===== src/rtl/core/bsm_pkg.sv =====
// ----------------------------------------------------------------------------
// Bank switch mapper package
// Item types, operation and target codes, register command codes and the
// decode structures shared by the mapper modules.
// ----------------------------------------------------------------------------
package bsm_pkg;

	// Number of 1 KiB CHR bank slots.
	localparam int CHR_SLOTS_DEF = 8;

	// Operand widths of the shared remainder unit.
	localparam int DVD_W = 13;
	localparam int DVS_W = 14;

	// Operation codes.
	localparam logic [2:0] OP_CPU_RD = 3'd0;
	localparam logic [2:0] OP_CPU_WR = 3'd1;
	localparam logic [2:0] OP_PPU_RD = 3'd2;
	localparam logic [2:0] OP_PPU_WR = 3'd3;
	localparam logic [2:0] OP_TICK   = 3'd4;

	// Target codes.
	localparam logic [1:0] TGT_NONE = 2'd0;
	localparam logic [1:0] TGT_PRG  = 2'd1;
	localparam logic [1:0] TGT_RAM  = 2'd2;
	localparam logic [1:0] TGT_CHR  = 2'd3;

	// Command register codes above the CHR bank slots.
	localparam logic [3:0] CMD_PRG_FIRST = 4'd8;
	localparam logic [3:0] CMD_MIRROR    = 4'd12;
	localparam logic [3:0] CMD_IRQ_CTL   = 4'd13;
	localparam logic [3:0] CMD_CNT_LO    = 4'd14;
	localparam logic [3:0] CMD_CNT_HI    = 4'd15;

	// Configuration register indexes.
	localparam logic [1:0] CFG_PRG_COUNT = 2'd0;
	localparam logic [1:0] CFG_RAM_BYTES = 2'd1;
	localparam logic [1:0] CFG_CHR_COUNT = 2'd2;

	// Configuration reset values.
	localparam logic [8:0]  PRG_COUNT_RST = 9'd32;
	localparam logic [13:0] RAM_BYTES_RST = 14'd8192;
	localparam logic [8:0]  CHR_COUNT_RST = 9'd256;
	localparam logic [8:0]  COUNT_MAX     = 9'd256;

	typedef struct packed {
		logic [2:0]  operation;
		logic [15:0] bus_address;
		logic [7:0]  write_data;
	} in_item_t;

	typedef struct packed {
		logic        handled;
		logic [1:0]  target;
		logic [20:0] mem_address;
		logic        mem_write;
		logic [7:0]  mem_wdata;
		logic [1:0]  mirror_mode;
		logic        irq_out;
	} out_item_t;

	// Translation request produced by the decoder.
	typedef struct packed {
		logic             handled;
		logic [1:0]       target;
		logic             need_mod;
		logic [DVD_W-1:0] dividend;
		logic [DVS_W-1:0] divisor;
		logic [12:0]      low_addr;
		logic             mem_write;
		logic [7:0]       mem_wdata;
	} xlat_t;

	// Register updates produced by the decoder.
	typedef struct packed {
		logic       cmd_we;
		logic       chr_we;
		logic       prg_we;
		logic       mirror_we;
		logic       ctl_we;
		logic       cnt_lo_we;
		logic       cnt_hi_we;
		logic       tick;
		logic [7:0] value;
	} upd_t;

	// Bank fixed at C000 after a count write: count minus two, floored at zero.
	function automatic logic [7:0] last_fixed_bank(input logic [8:0] n);
		logic [8:0] d;
		begin
			d = n - 9'd2;
			last_fixed_bank = (n >= 9'd2) ? d[7:0] : 8'd0;
		end
	endfunction

	// Bank counts above COUNT_MAX (256) saturate to it.
	function automatic logic [8:0] clamp_count(input logic [8:0] n);
		clamp_count = (n > COUNT_MAX) ? COUNT_MAX : n;
	endfunction

endpackage


===== src/rtl/core/bsm_remu.sv =====
// ----------------------------------------------------------------------------
// Bank switch mapper remainder unit
// Restoring remainder, one dividend bit per cycle, shared by every bank and
// RAM window reduction.
// ----------------------------------------------------------------------------
module bsm_remu #(
	parameter int DVD_W = bsm_pkg::DVD_W,
	parameter int DVS_W = bsm_pkg::DVS_W
) (
	input  logic             clk,
	input  logic             arst_n,
	input  logic             start,
	input  logic [DVD_W-1:0] dividend,
	input  logic [DVS_W-1:0] divisor,
	output logic             done,
	output logic [DVS_W-1:0] remainder
);

	localparam int CNT_W = (DVD_W > 1) ? $clog2(DVD_W) : 1;

	logic             run_q;
	logic [CNT_W-1:0] cnt_q;
	logic [DVD_W-1:0] dvd_q;
	logic [DVS_W-1:0] dvs_q;
	logic [DVS_W-1:0] rem_q;
	logic [DVS_W:0]   trial;
	logic [DVS_W:0]   diff;

	// One restoring step: bring down the next dividend bit and try a subtract.
	assign trial = {rem_q, dvd_q[DVD_W-1]};
	assign diff  = trial - {1'b0, dvs_q};

	// Sequencer control.
	always_ff @(posedge clk or negedge arst_n) begin
		if (!arst_n) begin
			run_q <= 1'b0;
			cnt_q <= '0;
		end else if (start) begin
			run_q <= 1'b1;
			cnt_q <= CNT_W'(DVD_W - 1);
		end else if (run_q) begin
			if (cnt_q == '0) begin
				run_q <= 1'b0;
			end
			cnt_q <= cnt_q - 1'b1;
		end
	end

	// Operand and partial remainder registers.
	always_ff @(posedge clk) begin
		if (start) begin
			dvd_q <= dividend;
			dvs_q <= divisor;
			rem_q <= '0;
		end else if (run_q) begin
			dvd_q <= {dvd_q[DVD_W-2:0], 1'b0};
			rem_q <= diff[DVS_W] ? trial[DVS_W-1:0] : diff[DVS_W-1:0];
		end
	end

	assign done      = run_q && (cnt_q == '0);
	assign remainder = rem_q;

endmodule


===== src/rtl/core/bsm_decode.sv =====
// ----------------------------------------------------------------------------
// Bank switch mapper decoder
// Classifies a bus access against the bank registers and sizes, producing the
// translation request and the register updates it causes.
// ----------------------------------------------------------------------------
module bsm_decode #(
	parameter int CHR_SLOTS = bsm_pkg::CHR_SLOTS_DEF
) (
	input  bsm_pkg::in_item_t item,
	input  logic [8:0]        prg_count,
	input  logic [13:0]       ram_bytes,
	input  logic [8:0]        chr_count,
	input  logic [7:0]        prg_bank [4],
	input  logic [7:0]        chr_bank [CHR_SLOTS],
	input  logic [3:0]        cmd,
	output bsm_pkg::xlat_t    xlat,
	output bsm_pkg::upd_t     upd
);

	import bsm_pkg::*;

	localparam int CHR_IDX_W = $clog2(CHR_SLOTS);

	logic [15:0]          a;
	logic [8:0]           prg_n;
	logic [8:0]           chr_n;
	logic [8:0]           prg_last;
	logic [7:0]           r0;
	logic                 ram_present;
	logic [CHR_IDX_W-1:0] chr_idx;

	assign a           = item.bus_address;
	assign prg_n       = clamp_count(prg_count);
	assign chr_n       = clamp_count(chr_count);
	assign prg_last    = prg_n - 9'd1;
	assign r0          = prg_bank[0];
	assign ram_present = (ram_bytes != '0);
	assign chr_idx     = a[10 +: CHR_IDX_W];

	// Access classification.
	always_comb begin
		xlat = '0;
		upd  = '0;
		upd.value = item.write_data;
		xlat.low_addr = a[12:0];
		case (item.operation)
			OP_CPU_RD: begin
				if (prg_n != '0) begin
					if (a[15:13] == 3'b011) begin
						xlat.handled = 1'b1;
						if (!r0[7]) begin
							xlat.target   = TGT_PRG;
							xlat.need_mod = 1'b1;
							xlat.dividend = DVD_W'(r0[5:0]);
							xlat.divisor  = DVS_W'(prg_n);
						end else if (ram_present) begin
							xlat.target   = TGT_RAM;
							xlat.need_mod = 1'b1;
							xlat.dividend = DVD_W'(a[12:0]);
							xlat.divisor  = ram_bytes;
						end
					end else if (a[15]) begin
						xlat.handled  = 1'b1;
						xlat.target   = TGT_PRG;
						xlat.need_mod = 1'b1;
						xlat.divisor  = DVS_W'(prg_n);
						case (a[14:13])
							2'd0:    xlat.dividend = DVD_W'(prg_bank[1][5:0]);
							2'd1:    xlat.dividend = DVD_W'(prg_bank[2][5:0]);
							2'd2:    xlat.dividend = DVD_W'(prg_bank[3][5:0]);
							default: xlat.dividend = DVD_W'(prg_last[7:0]);
						endcase
					end
				end
			end
			OP_CPU_WR: begin
				if (a[15:13] == 3'b011) begin
					if (r0[7] && r0[6] && ram_present) begin
						xlat.target    = TGT_RAM;
						xlat.need_mod  = 1'b1;
						xlat.dividend  = DVD_W'(a[12:0]);
						xlat.divisor   = ram_bytes;
						xlat.mem_write = 1'b1;
						xlat.mem_wdata = item.write_data;
					end
				end else if (a[15:13] == 3'b100) begin
					upd.cmd_we = 1'b1;
				end else if (a[15:13] == 3'b101) begin
					// Data port: the command register picks the destination.
					if (cmd < CMD_PRG_FIRST) begin
						upd.chr_we = 1'b1;
					end else if (cmd < CMD_MIRROR) begin
						upd.prg_we = 1'b1;
					end else begin
						unique case (cmd)
							CMD_MIRROR:  upd.mirror_we = 1'b1;
							CMD_IRQ_CTL: upd.ctl_we    = 1'b1;
							CMD_CNT_LO:  upd.cnt_lo_we = 1'b1;
							default:     upd.cnt_hi_we = 1'b1;
						endcase
					end
				end
			end
			OP_PPU_RD, OP_PPU_WR: begin
				if ((a[15:13] == 3'b000) && (chr_n != '0)) begin
					xlat.target   = TGT_CHR;
					xlat.need_mod = 1'b1;
					xlat.dividend = DVD_W'(chr_bank[chr_idx]);
					xlat.divisor  = DVS_W'(chr_n);
					if (item.operation == OP_PPU_RD) begin
						xlat.handled = 1'b1;
					end else begin
						xlat.mem_write = 1'b1;
						xlat.mem_wdata = item.write_data;
					end
				end
			end
			OP_TICK: begin
				upd.tick = 1'b1;
			end
			default: begin
			end
		endcase
	end

endmodule


===== src/rtl/core/bank_switch_mapper_irq.sv =====
// ----------------------------------------------------------------------------
// Bank switch mapper with cycle IRQ counter
// Flow: register writes, ticks and unmapped accesses pass from the done state
// into the output register; translated accesses first wait in the reduction
// state for the 13 one-bit steps of the shared remainder unit.
// One item at a time: input stalls until the output register takes the last.
// Reset: asynchronous, clears control state and loads the register defaults.
// ----------------------------------------------------------------------------
module bank_switch_mapper_irq #(
	parameter int CHR_SLOTS = bsm_pkg::CHR_SLOTS_DEF
) (
	input  logic               clk,
	input  logic               arst_n,
	input  logic               in_valid,
	output logic               in_stall,
	input  bsm_pkg::in_item_t  in_data,
	output logic               out_valid,
	input  logic               out_stall,
	output bsm_pkg::out_item_t out_data,
	input  logic               cfg_valid,
	output logic               cfg_ready,
	input  logic [1:0]         cfg_index,
	input  logic [13:0]        cfg_data
);

	import bsm_pkg::*;

	localparam int CHR_IDX_W = $clog2(CHR_SLOTS);

	localparam logic [1:0] ST_IDLE = 2'd0;
	localparam logic [1:0] ST_MOD  = 2'd1;
	localparam logic [1:0] ST_DONE = 2'd2;

	logic [1:0]       state_q;
	logic             in_xfer;
	logic             out_xfer;
	logic             cfg_xfer;

	logic [8:0]       prg_count_q;
	logic [13:0]      ram_bytes_q;
	logic [8:0]       chr_count_q;
	logic [3:0]       cmd_q;
	logic [7:0]       prg_bank_q [4];
	logic [7:0]       chr_bank_q [CHR_SLOTS];
	logic [1:0]       irq_ctl_q;
	logic [15:0]      counter_q;
	logic [1:0]       mirror_q;
	logic             irq_pending_q;

	xlat_t            xlat;
	upd_t             upd;
	xlat_t            xlat_q;
	logic             mod_done;
	logic [DVS_W-1:0] remainder;
	logic [20:0]      maddr;
	out_item_t        out_q;
	logic             out_valid_q;

	assign in_stall  = (state_q != ST_IDLE);
	assign in_xfer   = in_valid && !in_stall;
	assign out_xfer  = out_valid_q && !out_stall;
	assign cfg_ready = 1'b1;
	assign cfg_xfer  = cfg_valid && cfg_ready;

	bsm_decode #(
		.CHR_SLOTS (CHR_SLOTS)
	) u_decode (
		.item      (in_data),
		.prg_count (prg_count_q),
		.ram_bytes (ram_bytes_q),
		.chr_count (chr_count_q),
		.prg_bank  (prg_bank_q),
		.chr_bank  (chr_bank_q),
		.cmd       (cmd_q),
		.xlat      (xlat),
		.upd       (upd)
	);

	bsm_remu #(
		.DVD_W (DVD_W),
		.DVS_W (DVS_W)
	) u_remu (
		.clk       (clk),
		.arst_n    (arst_n),
		.start     (in_xfer && xlat.need_mod),
		.dividend  (xlat.dividend),
		.divisor   (xlat.divisor),
		.done      (mod_done),
		.remainder (remainder)
	);

	// Sequencer: accept, optional reduction, then hand off to the output register.
	always_ff @(posedge clk or negedge arst_n) begin
		if (!arst_n) begin
			state_q <= ST_IDLE;
		end else begin
			unique case (state_q)
				ST_IDLE: begin
					if (in_xfer) begin
						state_q <= xlat.need_mod ? ST_MOD : ST_DONE;
					end
				end
				ST_MOD: begin
					if (mod_done) begin
						state_q <= ST_DONE;
					end
				end
				ST_DONE: begin
					if (!out_valid_q || out_xfer) begin
						state_q <= ST_IDLE;
					end
				end
				default: state_q <= ST_IDLE;
			endcase
		end
	end

	// The accepted request is held while the remainder unit works.
	always_ff @(posedge clk) begin
		if (in_xfer) begin
			xlat_q <= xlat;
		end
	end

	// Mapper registers and configuration.
	always_ff @(posedge clk or negedge arst_n) begin
		if (!arst_n) begin
			prg_count_q   <= PRG_COUNT_RST;
			ram_bytes_q   <= RAM_BYTES_RST;
			chr_count_q   <= CHR_COUNT_RST;
			cmd_q         <= '0;
			prg_bank_q[0] <= 8'd0;
			prg_bank_q[1] <= 8'd0;
			prg_bank_q[2] <= 8'd1;
			prg_bank_q[3] <= last_fixed_bank(PRG_COUNT_RST);
			for (int i = 0; i < CHR_SLOTS; i++) begin
				chr_bank_q[i] <= '0;
			end
			irq_ctl_q     <= '0;
			counter_q     <= '0;
			mirror_q      <= '0;
			irq_pending_q <= 1'b0;
		end else begin
			if (in_xfer) begin
				if (upd.cmd_we) begin
					cmd_q <= upd.value[3:0];
				end
				if (upd.chr_we) begin
					chr_bank_q[cmd_q[CHR_IDX_W-1:0]] <= upd.value;
				end
				if (upd.prg_we) begin
					prg_bank_q[cmd_q[1:0]] <= upd.value;
				end
				if (upd.mirror_we) begin
					mirror_q <= upd.value[1:0];
				end
				if (upd.ctl_we) begin
					irq_ctl_q     <= {upd.value[7], upd.value[0]};
					irq_pending_q <= 1'b0;
				end
				if (upd.cnt_lo_we) begin
					counter_q[7:0] <= upd.value;
				end
				if (upd.cnt_hi_we) begin
					counter_q[15:8] <= upd.value;
				end
				// Counter tick: when counting is enabled, decrement, and raise the IRQ (if enabled) when the count wraps from zero.
				if (upd.tick && irq_ctl_q[1]) begin
					counter_q <= counter_q - 16'd1;
					if ((counter_q == '0) && irq_ctl_q[0]) begin
						irq_pending_q <= 1'b1;
					end
				end
			end
			if (cfg_xfer) begin
				unique case (cfg_index)
					CFG_PRG_COUNT: begin
						prg_count_q   <= cfg_data[8:0];
						prg_bank_q[3] <= last_fixed_bank(cfg_data[8:0]);
					end
					CFG_RAM_BYTES: ram_bytes_q <= cfg_data;
					CFG_CHR_COUNT: chr_count_q <= cfg_data[8:0];
					default: begin
					end
				endcase
			end
		end
	end

	// Physical address from the reduced bank and the window offset, or the reduced RAM offset.
	always_comb begin
		case (xlat_q.target)
			TGT_PRG: maddr = {remainder[7:0], xlat_q.low_addr};
			TGT_RAM: maddr = {8'd0, remainder[12:0]};
			TGT_CHR: maddr = {3'd0, remainder[7:0], xlat_q.low_addr[9:0]};
			default: maddr = '0;
		endcase
	end

	// Output register.
	always_ff @(posedge clk or negedge arst_n) begin
		if (!arst_n) begin
			out_valid_q <= 1'b0;
		end else if ((state_q == ST_DONE) && (!out_valid_q || out_xfer)) begin
			out_valid_q <= 1'b1;
		end else if (out_xfer) begin
			out_valid_q <= 1'b0;
		end
	end

	always_ff @(posedge clk) begin
		if ((state_q == ST_DONE) && (!out_valid_q || out_xfer)) begin
			out_q.handled     <= xlat_q.handled;
			out_q.target      <= xlat_q.target;
			out_q.mem_address <= maddr;
			out_q.mem_write   <= xlat_q.mem_write;
			out_q.mem_wdata   <= xlat_q.mem_wdata;
			out_q.mirror_mode <= mirror_q;
			out_q.irq_out     <= irq_pending_q;
		end
	end

	assign out_valid = out_valid_q;
	assign out_data  = out_q;

endmodule

===== config.mk =====
export PLATFORM = sky130hd
export DESIGN_NAME = bank_switch_mapper_irq
export DESIGN_NICKNAME = d
export VERILOG_FILES = /design/src/rtl/core/bsm_pkg.sv /design/src/rtl/core/bsm_remu.sv /design/src/rtl/core/bsm_decode.sv /design/src/rtl/core/bank_switch_mapper_irq.sv
export SDC_FILE = /design/constraint.sdc
export NUM_CORES = 1
export LEC_CHECK = 0
export BUFFER_PORTS_ARGS = -buffer_cell sky130_fd_sc_hd__buf_2
export CORE_MARGIN = 2
export CORE_UTILIZATION = 35
export DETAILED_ROUTE_END_ITERATION = 7
export RECOVER_POWER = 100
export SYNTH_ARGS = -nofsm -noshare
export SYNTH_HDL_FRONTEND = slang
export SYNTH_SLANG_ARGS = --single-unit
export TNS_END_PERCENT = 10

===== constraint.sdc =====
create_clock -name clk -period 7.6 [get_ports clk]
set_input_delay 1.14 -clock clk [delete_from_list [all_inputs] [get_ports clk]]
set_output_delay 1.14 -clock clk [all_outputs]
set_load 0.02 [all_outputs]

### After elaboration in Yosys (flattened, before gate mapping)

Cells that the tools add are included.

| storage, ports and cells | value |
|---|---|
| flip-flop bits (word level) | 263 |
| input port bits | 48 |
| output and inout bits | 39 |
| word-level logic and storage cells | 193 |

| cells by class | value |
|---|---|
| add/subtract/negate cells | 5 |
| $lt $le $gt $ge | 10 |
| equality and inequality tests | 22 |
| muxes and demuxes | 69 |
| bitwise operators | 3 |
| reduce and logical (&&, ||, !) cells | 44 |

Operators with widths:

| kind | number |
|---|---|
| $mux 31 | 4 |
| $mux 30 | 4 |
| $pmux 30 s3 | 1 |
| $mux 8 | 11 |
| $bwmux 64 | 1 |
| $pmux 21 s3 | 1 |
| $mux 9 | 6 |
| $bwmux 32 | 1 |
| $mux 13 | 2 |
| $bmux 8 s3 | 1 |
| $demux 8 s3 | 1 |
| $pmux 8 s3 | 1 |
| $reduce_and 2->1 | 10 |
| $gt 9x9->1 const B | 2 |
| $pmux 9 s2 | 1 |
| $reduce_bool 9->1 | 2 |
| $mux 1 | 17 |
| $demux 8 s2 | 1 |
| $logic_not 16->1 | 1 |
| $mux 16 | 1 |
| $sub 16x1->16 const B | 1 |
| $sub 15x14->15 | 1 |
| $mux 14 | 1 |
| $mux 7 | 2 |
| other kinds (35) | 79 |

### Logic depth before layout (Yosys ltp)

Gate-level depths: netlist (run 1).

| depth | value |
|---|---|
| depth after elaboration | 13 |
| mapped depth | 11 |
| gate-level depth less buffers | 10 |

### Modules after synthesis

A second synthesis (run 1) with hierarchy kept.

| second synthesis, totals | value |
|---|---|
| cells, all modules | 1,090 |
| area total of the unflattened synthesis | 13,206.4 um^2 |

By module, submodules not included:

| module | times used | cells an instance | area each (um^2) | sequential area each (um^2) |
|---|---|---|---|---|
| bank_switch_mapper_irq | 1 | 608 | 8,793.4 | 5,745.5 |
| bsm_remu | 1 | 226 | 2,483.6 | 1,216.2 |
| bsm_decode | 1 | 256 | 1,929.4 | 0.0 |

### Least setup slack after synthesis (run 1)

OpenSTA, ideal clock, no wires.

| path | value |
|---|---|
| path kind | in2reg |
| start | in in_valid |
| end | reg chr_bank_q[56] (netlist bit) |
| library setup time | 0.125 ns |
| arrival time | 3.781 ns |
| data required time | 7.475 ns |
| path slack | 3.694 ns |
| stages | 7 |
| path buffers | 0 |
| cells stage by stage | nor3b_2 and4b_1 nand2_1 nor2_1 nand2_1 nor3_2 mux2_2 |

| between the ends | value |
|---|---|
| cells in the longest elaborated chain, start to end | 2 |

RTL lines:

| what | RTL line | text |
|---|---|---|
| start: declaration | bank_switch_mapper_irq.sv:14 | `input logic in_valid,` |
| $logic_and 1x1->1 | bank_switch_mapper_irq.sv:60 | `assign in_xfer = in_valid && !in_stall;` |
| $reduce_and 2->1 (no source line) | -- |  |
| end signal: indexed assignment | bank_switch_mapper_irq.sv:149 | `chr_bank_q[cmd_q[CHR_IDX_W-1:0]] <= upd.value;` |
| end: declaration | bank_switch_mapper_irq.sv:44 | `logic [7:0] chr_bank_q [CHR_SLOTS];` |

Every way passes these cells.
A chain may end at the register's enable or synchronous reset.

### Final worst setup path (run 1)

| path | value |
|---|---|
| start | in in_data[22] (netlist bit) |
| end | reg u_remu.dvd_q[2] (data pin) |

| between the ends | value |
|---|---|
| elaborated cells on any way between the ends | 15 |
| those cells by class | eq/ne: 3; mux: 8; reduce/logical: 4 |

RTL lines:

| what | RTL line | text |
|---|---|---|
| start: declaration | bank_switch_mapper_irq.sv:16 | `input bsm_pkg::in_item_t in_data,` |
| $eq 3x2->1 or $logic_not 3->1 (tied branches) | bsm_decode.sv:49, bsm_decode.sv:77, bsm_decode.sv:105 |  |
| $mux 31 or $logic_and 1x1->1 (tied branches) | bsm_decode.sv:49, bsm_decode.sv:105 |  |
| $mux 31 (on tied branches) | bsm_decode.sv:48, bsm_decode.sv:105 |  |
| $pmux 30 s3 * | bsm_decode.sv:46 | `case (item.operation)` |
| $logic_and 1x1->1 * | bank_switch_mapper_irq.sv:85 | `.start (in_xfer && xlat.need_mod),` |
| named net u_remu.start | bsm_remu.sv:12 | `input logic start,` |
| $mux 13 * | bsm_remu.sv:51 | `if (start) begin` |
| end signal: assignment | bsm_remu.sv:52 | `dvd_q <= dividend;` |
| end signal: assignment | bsm_remu.sv:56 | `dvd_q <= {dvd_q[DVD_W-2:0], 1'b0};` |
| end: declaration | bsm_remu.sv:23 | `logic [DVD_W-1:0] dvd_q;` |

The timed path passes the listed nets; every way through them passes the cells marked *.

==> summary.txt, run 1 <==
Logic synthesis
  – Syn Area/Cell: 11.6 um^2
  – Ys async rst share: 0.603
  – EDFF count, synth: 88
  – Synth Flop Type: dfrtp_1
  – Sequential fraction of the synthesis area: 0.546
  – Synth warnings: 0
  – Unique masters post-synth: 71
  – Synth Register Bits: 257
  – Synthesized net count: 1145
  – Synth Cell Area: 0.0125 mm^2
  – Syn Inst Count: 1078

Global routing
  – Gr usage total: 0.166
  – Largest net degree at the start of global routing: 82
  – Vias in the first global route: 8478
  – Global-route wire length before repair: 48.0 mm
  – Initial antenna violation count: 2
  – Total gr overflow: 0

Final layout
  – Final nets: 1212
  – Syn-to-layout area delta: 13.1%
  – Footprint of the multi-input gates: 0.00527 mm^2
  – FF/Latch Area: 0.00681 mm^2
  – Final Cell Area: 0.0141 mm^2
  – Fillcell total: 3353
  – Fraction of layout instances using a drive strength above 1: 0.194

CTS
  – Post-CTS Setup Bufs: 0
  – # resized after CTS: 0
  – Root Driver: clkbuf_16
  – Clk sinks: 257
  – Worst-skew pair later-pin latency: 570 ps
  – CTS tree: built
  – H-tree depth: 1
  – Clock transition at path regs: 60 ps
  – CTS Hold Buffers Added: 0
  – Cts bufs inserted: 28
  – Max clock buf depth: 3

Power
  – Pwr Density: 300 mW/mm^2
  – Worst VDD drop: 0.000194 V
  – Sw Ratio: 0.320
  – Gate power share: 0.228
  – Switch Pwr: 1.35 mW
  – Seq pwr share: 0.454
  – Clock power frac: 0.318
  – P_leak: 5.89 nW
  – Int Power: 2.88 mW

STA
  – Worst clock skew: 30.1 ps
  – Slew Limit Fails: 162
  – Tcrit/Tclk final: 0.628
  – RSZ-0062 raised after global routing: false
  – Slew headroom: -1.72
  – Max Freq: 0.209 GHz
  – Worst-Margin Slew: 4080 ps
  – TNS Setup: 0 ps
  – Final min period: 4770 ps
  – Final Hold Viols: 0
  – Final setup violation count: 0

Flow run
  – Total of max-cap violations: 4

Detailed routing
  – Via density: 5.36
  – Antenna Nets Post-Route: 0
  – DRT iter0 DRCs: 705
  – DRC errors left: 0
  – Routed wire per std cell: 18.9 um
  – First-pass DRT Iterations: 5
  – Final wirelength: 30.9 mm
  – DR vias: 8739

Worst setup path
  – Crit Path Category: primary input to register
  – Nature of the critical path startpoint: primary input
  – WP data required: 7870 ps
  – Max FO, Critical Path: 36
  – CP Capture Type: register
  – Crit path DAT: 5050 ps

Die
  – Core outline area: 0.0353 mm^2
  – Die Span X: 193 um
  – Die height: 193 um
  – Starting Density: 0.353
  – IO Pins: 87
  – Die Area: 0.0372 mm^2
  – Total number of placement rows: 69

Placed design
  – Post-DP HPWL: 21.7 mm
  – Area after DPL: 0.0133 mm^2
  – IO buf count: 85
  – GP Congestion: 0.848

Status
  – Outcome: finished with violations
  – Failing checks: max-capacitance violations, max-slew violations

Worst hold path
  – Worst Hold Class: register to register
[through the flow]
stage	worst slack (ps)	instances	power (mW)	hold slack, ps	utilization
floorplan	3690	1078	2.60	400	-
global placement	3690	1576	2.91	402	0.377
detailed placement	3680	1576	2.93	405	0.377
CTS	4220	1628	4.29	427	0.404
global route	2060	1628	4.46	427	0.400
finish	2830	1629	4.23	421	0.400
[Yosys cell counts (all sizes together) (13+ instances only)]
cell type,number,area share
edfxtp,88,0.21
nand3,17,0.0068
nand2,104,0.031
mux2,120,0.11
dfxtp,14,0.022
mux2i,19,0.015
ha,18,0.018
nor3,13,0.0073
clkbuf,43,0.013
a21oi,45,0.018
and2,23,0.012
nor2,68,0.022
nor4,20,0.010
nand2b,17,0.0085
mux4,17,0.031
inv,39,0.012
dfrtp,147,0.29
o21ai,92,0.037
[final timing paths]
kind                             start         endpoint  slack, ps  depth (start not counted)
min in group asynchronous       arst_n    counter_q[11]       1990                          1
setup reg to reg            state_q[1]  u_remu.dvd_q[2]       3220                          6
hold / removal               xlat_q[8]     out_data[11]        420                          0
max in group asynchronous       arst_n   prg_bank_q[31]       2960                          2
setup / recovery           in_data[22]  u_remu.dvd_q[2]       2830                          9
hold reg to reg              xlat_q[8]     out_data[11]        420                          0
[cell usage in the layout (no fill, tap or decap), types with 13 or more instances in the layout]
| cell type | synthesis | layout |
|---|---|---|
| a21oi_1 | 45 | 45 |
| and2_0 | 1 | 13 |
| buf_2 | 6 | 28 |
| clkbuf_1 | 43 | 69 |
| clkbuf_16 | 0 | 29 |
| dfrtp_1 | 147 | 147 |
| dfxtp_1 | 14 | 14 |
| edfxtp_1 | 88 | 88 |
| ha_1 | 18 | 18 |
| inv_1 | 38 | 39 |
| mux2_2 | 120 | 120 |
| mux2i_1 | 19 | 19 |
| mux4_2 | 17 | 17 |
| nand2_1 | 104 | 104 |
| nand2b_1 | 17 | 17 |
| nand3_1 | 17 | 17 |
| nor2_1 | 61 | 68 |
| nor4_1 | 20 | 20 |
| o21ai_0 | 89 | 91 |
[layer usage]
layer | share of wire | GRT usage
met5 | 0.00097 | 0
met4 | 0.021 | 0.0455
met3 | 0.055 | 0.0271
met2 | 0.47 | 0.269
met1 | 0.46 | 0.228
[critical path: stages]
cell       delay [ps]
clkbuf_1          620
nand2_1           210
a2111oi_0         620
a21oi_1           140
o21ai_0           550
nand2_1           110
clkbuf_1          630
inv_1             840
a31oi_1           160
[cell families (layout without fill, tap and decap cells)]
group | after synthesis | after routing | synth area share
buffers and inverters | 92 | 181 | 0.0292
muxes | 156 | 156 | 0.154
xor gates and xnor gates | 14 | 14 | 0.00983
AOI/OAI and AO/OA | 230 | 230 | 0.115
DFF | 257 | 257 | 0.546
other | 1 | 2 | 0.000301
adders and majority gates | 19 | 19 | 0.0197
and+or+nand+nor | 309 | 309 | 0.126
[cell type report]
cell class | count | area share
antenna | 1 | 0.000177
sequential | 257 | 0.483
clock inverter | 10 | 0.00789
timing repair buffer | 90 | 0.0267
inverter | 39 | 0.0104
clock buffer | 42 | 0.0584
tap | 461 | 0.0409
multi-input combinational | 729 | 0.373
[registers in the layout, summed over array words and instances, names as in the netlist]
name / flops
xlat_q: 25
u_remu.cnt_q: 4
chr_bank_q: 64
out_valid: 1
prg_count_q: 9
irq_ctl_q: 2
ram_bytes_q: 14
cmd_q: 4
chr_count_q: 9
out_data: 36
mirror_q: 2
u_remu.dvd_q: 13
irq_pending_q: 1
counter_q: 16
u_remu.remainder: 14
prg_bank_q: 26
u_remu.dvs_q: 14
state_q: 2
u_remu.run_q: 1
[power by group through the flow]
stage	logic, mW	clock network, mW	registers, mW
after global routing	1.07	1.44	1.95
after floorplan	0.687	0	1.91
final	0.964	1.35	1.92
after detailed placement	0.990	0	1.94
after CTS	0.993	1.38	1.91
after global placement	0.975	0	1.93
Note: power is estimated with default switching activity, not from simulation.
==> run 2: changes to the inputs <==
--- a/config.mk
+++ b/config.mk
@@ -5,6 +5,7 @@
 export SDC_FILE = /design/constraint.sdc
 export NUM_CORES = 1
 export LEC_CHECK = 0
+export ABC_AREA = 1
 export BUFFER_PORTS_ARGS = -buffer_cell sky130_fd_sc_hd__buf_2
 export CORE_MARGIN = 2
 export CORE_UTILIZATION = 35
==> constraint.sdc (replaced) <==
create_clock -name clk -period 4.4 [get_ports clk]
set_input_delay 0.66 -clock clk [delete_from_list [all_inputs] [get_ports clk]]
set_output_delay 0.66 -clock clk [all_outputs]
set_load 0.02 [all_outputs]
==> run 2 against run 1 <==
  * Setup slack lost 1900 ps
  * Via count grew 24%
  * Cell area grew 3.3%
  * Sequential share of layout area shrank 1.6 points
  * The run still ends with max-capacitance violations, max-slew violations left
  * Wire length grew 12%
  * Cell count grew 32%
  * Global-route usage grew 1.6 points
  * Clock skew shrank 20 ps
  * Critical endpoint is now out_data[17]
==> summary.txt, run 2 <==
Worst setup path
  – Crit path cell chain: nor2_1, inv_1, nor2_1
  – Max FO, Critical Path: 36
  – Critical-path top delay cell: nor2_1
  – WP data required: 4480 ps
  – CP max stage delay: 2370 ps
  – Nature of the critical path startpoint: register
  – Crit Path Category: register to register
  – Crit path DAT: 3540 ps
  – CP Capture Type: register
  – Reg2Reg Depth: 3
  – RR Startpoint: state_q[0]
  – R2r setup slk: 940 ps
  – Reg-to-Reg End: out_data[17]
  – Top cell by count, worst path: nor2_1

Logic synthesis
  – Synth Area in Compound Gates: 0.121
  – Largest area contributor in the netlist: dfrtp_1
  – Synth Flop Type: dfrtp_1
  – Multiplexer area fraction after synthesis: 0.00164
  – Synth Area in Adders: 0.0190
  – Synth top cells by count: nand2_1 (495), inv_1 (170), o21ai_0 (169)
  – Sequential fraction of the synthesis area: 0.527
  – Ys async rst share: 0.603
  – Synth Register Bits: 257
  – Syn Inst Count: 1602
  – Synthesized net count: 1669
  – EDFF count, synth: 88
  – Largest family of logic cells by synthesized area: simple AND/OR/NAND/NOR gates
  – Syn Area/Cell: 8.07 um^2
  – Synth Area in Simple Gates: 0.251
  – Largest cells by area after synthesis: dfrtp_1 (28%), edfxtp_1 (20%), nand2_1 (14%), o21ai_0 (6.5%), inv_1 (4.9%)
  – Synth Cell Area: 0.0129 mm^2
  – Unique masters post-synth: 50
  – Post-synthesis xor/xnor area fraction: 0.0115
  – Synth warnings: 0
  – Yosys top cell area share: 0.284
  – Count leader, synth: nand2_1

CTS
  – Cts bufs inserted: 28
  – CTS tree: built
  – Root Driver: clkbuf_16
  – Clk sinks: 257
  – Worst-skew pair later-pin latency: 540 ps
  – # resized after CTS: 0
  – Max clock buf depth: 3
  – H-tree depth: 1
  – CTS Hold Buffers Added: 0
  – Post-CTS Setup Bufs: 0
  – Clock transition at path regs: 60 ps

Power
  – Switch Pwr: 2.27 mW
  – Worst VDD drop: 0.000343 V
  – Pwr Density: 485 mW/mm^2
  – Int Power: 4.80 mW
  – Seq pwr share: 0.454
  – Sw Ratio: 0.321
  – P_leak: 6.79 nW
  – Clock power frac: 0.331
  – Gate power share: 0.215

Global routing
  – Vias in the first global route: 10200
  – Global-route wire length before repair: 55.8 mm
  – Total gr overflow: 0
  – Largest net degree at the start of global routing: 77
  – Gr usage total: 0.181
  – Initial antenna violation count: 1

STA
  – Worst clock skew: 10.1 ps
  – TNS Setup: 0 ps
  – Max Freq: 0.289 GHz
  – Worst-Margin Slew: 3250 ps
  – Final Hold Viols: 0
  – Final setup violation count: 0
  – Slew headroom: -1.18
  – Final min period: 3460 ps
  – Tcrit/Tclk final: 0.786
  – Slew Limit Fails: 155
  – RSZ-0062 raised after global routing: false

Detailed routing
  – Final wirelength: 34.5 mm
  – Antenna Nets Post-Route: 0
  – DR vias: 10800
  – Via density: 5.02
  – First-pass DRT Iterations: 6
  – DRT iter0 DRCs: 831
  – Routed wire per std cell: 16.0 um
  – DRC errors left: 0

Status
  – Outcome: finished with violations
  – Failing checks: max-capacitance violations, max-slew violations

Die
  – Die Span X: 196 um
  – Core outline area: 0.0365 mm^2
  – IO Pins: 87
  – Die height: 196 um
  – Total number of placement rows: 70
  – Die Area: 0.0385 mm^2
  – Starting Density: 0.354

Final layout
  – FF/Latch Area: 0.00681 mm^2
  – N_diodes: 0
  – Fillcell total: 3730
  – Most flops, register: chr_bank_q
  – Syn-to-layout area delta: 12.8%
  – Final Cell Area: 0.0146 mm^2
  – Most frequent cells in the layout: nand2_1 (496), o21ai_0 (175), inv_1 (170)
  – Fraction of layout instances using a drive strength above 1: 0.0592
  – Fin util: 0.399
  – Final nets: 1735
  – Max FFs per register: 64
  – Footprint of the multi-input gates: 0.00520 mm^2
  – Commonest non-fill, non-tap cell in the layout: nand2_1

Placed design
  – IO buf count: 85
  – Post-DP HPWL: 25.3 mm
  – GP Congestion: 0.881
  – Area after DPL: 0.0138 mm^2

Worst hold path
  – Worst Hold Class: primary input to asynchronous set/reset pin

Flow run
  – Total of max-cap violations: 4
## run 2: through the flow
step / hold WS [ps] / setup slack (ps) / std cells / power [mW]
floorplan: 364 / 1670 / 1602 / 4.27
global placement: 405 / 1350 / 2106 / 4.80
detailed placement: 406 / 1310 / 2106 / 4.82
CTS: 180 / 1310 / 2158 / 7.17
global route: 208 / 486 / 2158 / 7.49
finish: 165 / 940 / 2158 / 7.07
## run 2: worst max-delay path, delay by kind of cell (launching register included)
kind          cells  cell delay [ps]
flops             1              400
simple gates      2             2510
buf+inv           1               70
## run 2: kinds of logic after synthesis
| group | Yosys count |
|---|---|
| compound gates | 293 |
| xor+xnor | 17 |
| fa+ha+maj | 19 |
| mux | 2 |
| simple gates | 781 |
| flops | 257 |
| other cells | 1 |
| buf+inv | 232 |
## run 2: power by group through the flow
| stage | clock (mW) | sequential, mW | combinational [mW] |
|---|---|---|---|
| 3_3_place_gp | 0 | 3.24 | 1.56 |
| 2_1_floorplan | 0 | 3.30 | 0.973 |
| 3_5_place_dp | 0 | 3.24 | 1.57 |
| 5_1_grt | 2.50 | 3.26 | 1.73 |
| 4_1_cts | 2.39 | 3.20 | 1.58 |
| 6_report | 2.34 | 3.21 | 1.52 |
## run 2: how the worst max path moves through the flow
stage | from | end | slack [ps] | cells past startpoint
2_1_floorplan | out_stall | out_data[0] | 1670 | 3
3_3_place_gp | prg_count_q[2] | u_remu.dvd_q[11] | 1350 | 12
3_5_place_dp | prg_count_q[2] | u_remu.dvd_q[0] | 1310 | 12
4_1_cts | prg_count_q[2] | u_remu.dvd_q[0] | 1310 | 12
5_1_grt | prg_count_q[6] | u_remu.dvd_q[8] | 490 | 12
6_report | state_q[0] | out_data[17] | 940 | 3
## run 2: final cells by class
class	instances	share of cell area
multi-input cells	1113	0.356
inverters	178	0.0458
clock inverters	13	0.00789
flip-flops and latches	257	0.467
clock buffers	39	0.0558
repair buffers	90	0.0269
well taps	468	0.0401
## run 2: layer usage
layer  global-route usage  wire length (um)  vias to the layer above  share of wire
met3               0.0284              2340                       49          0.068
met1                0.273             16700                     5033           0.48
met2                0.276             14800                      360           0.43
li1                     -                 -                     5389              -
met5                    0                 7                        -        0.00020
met4               0.0373               575                        2          0.017
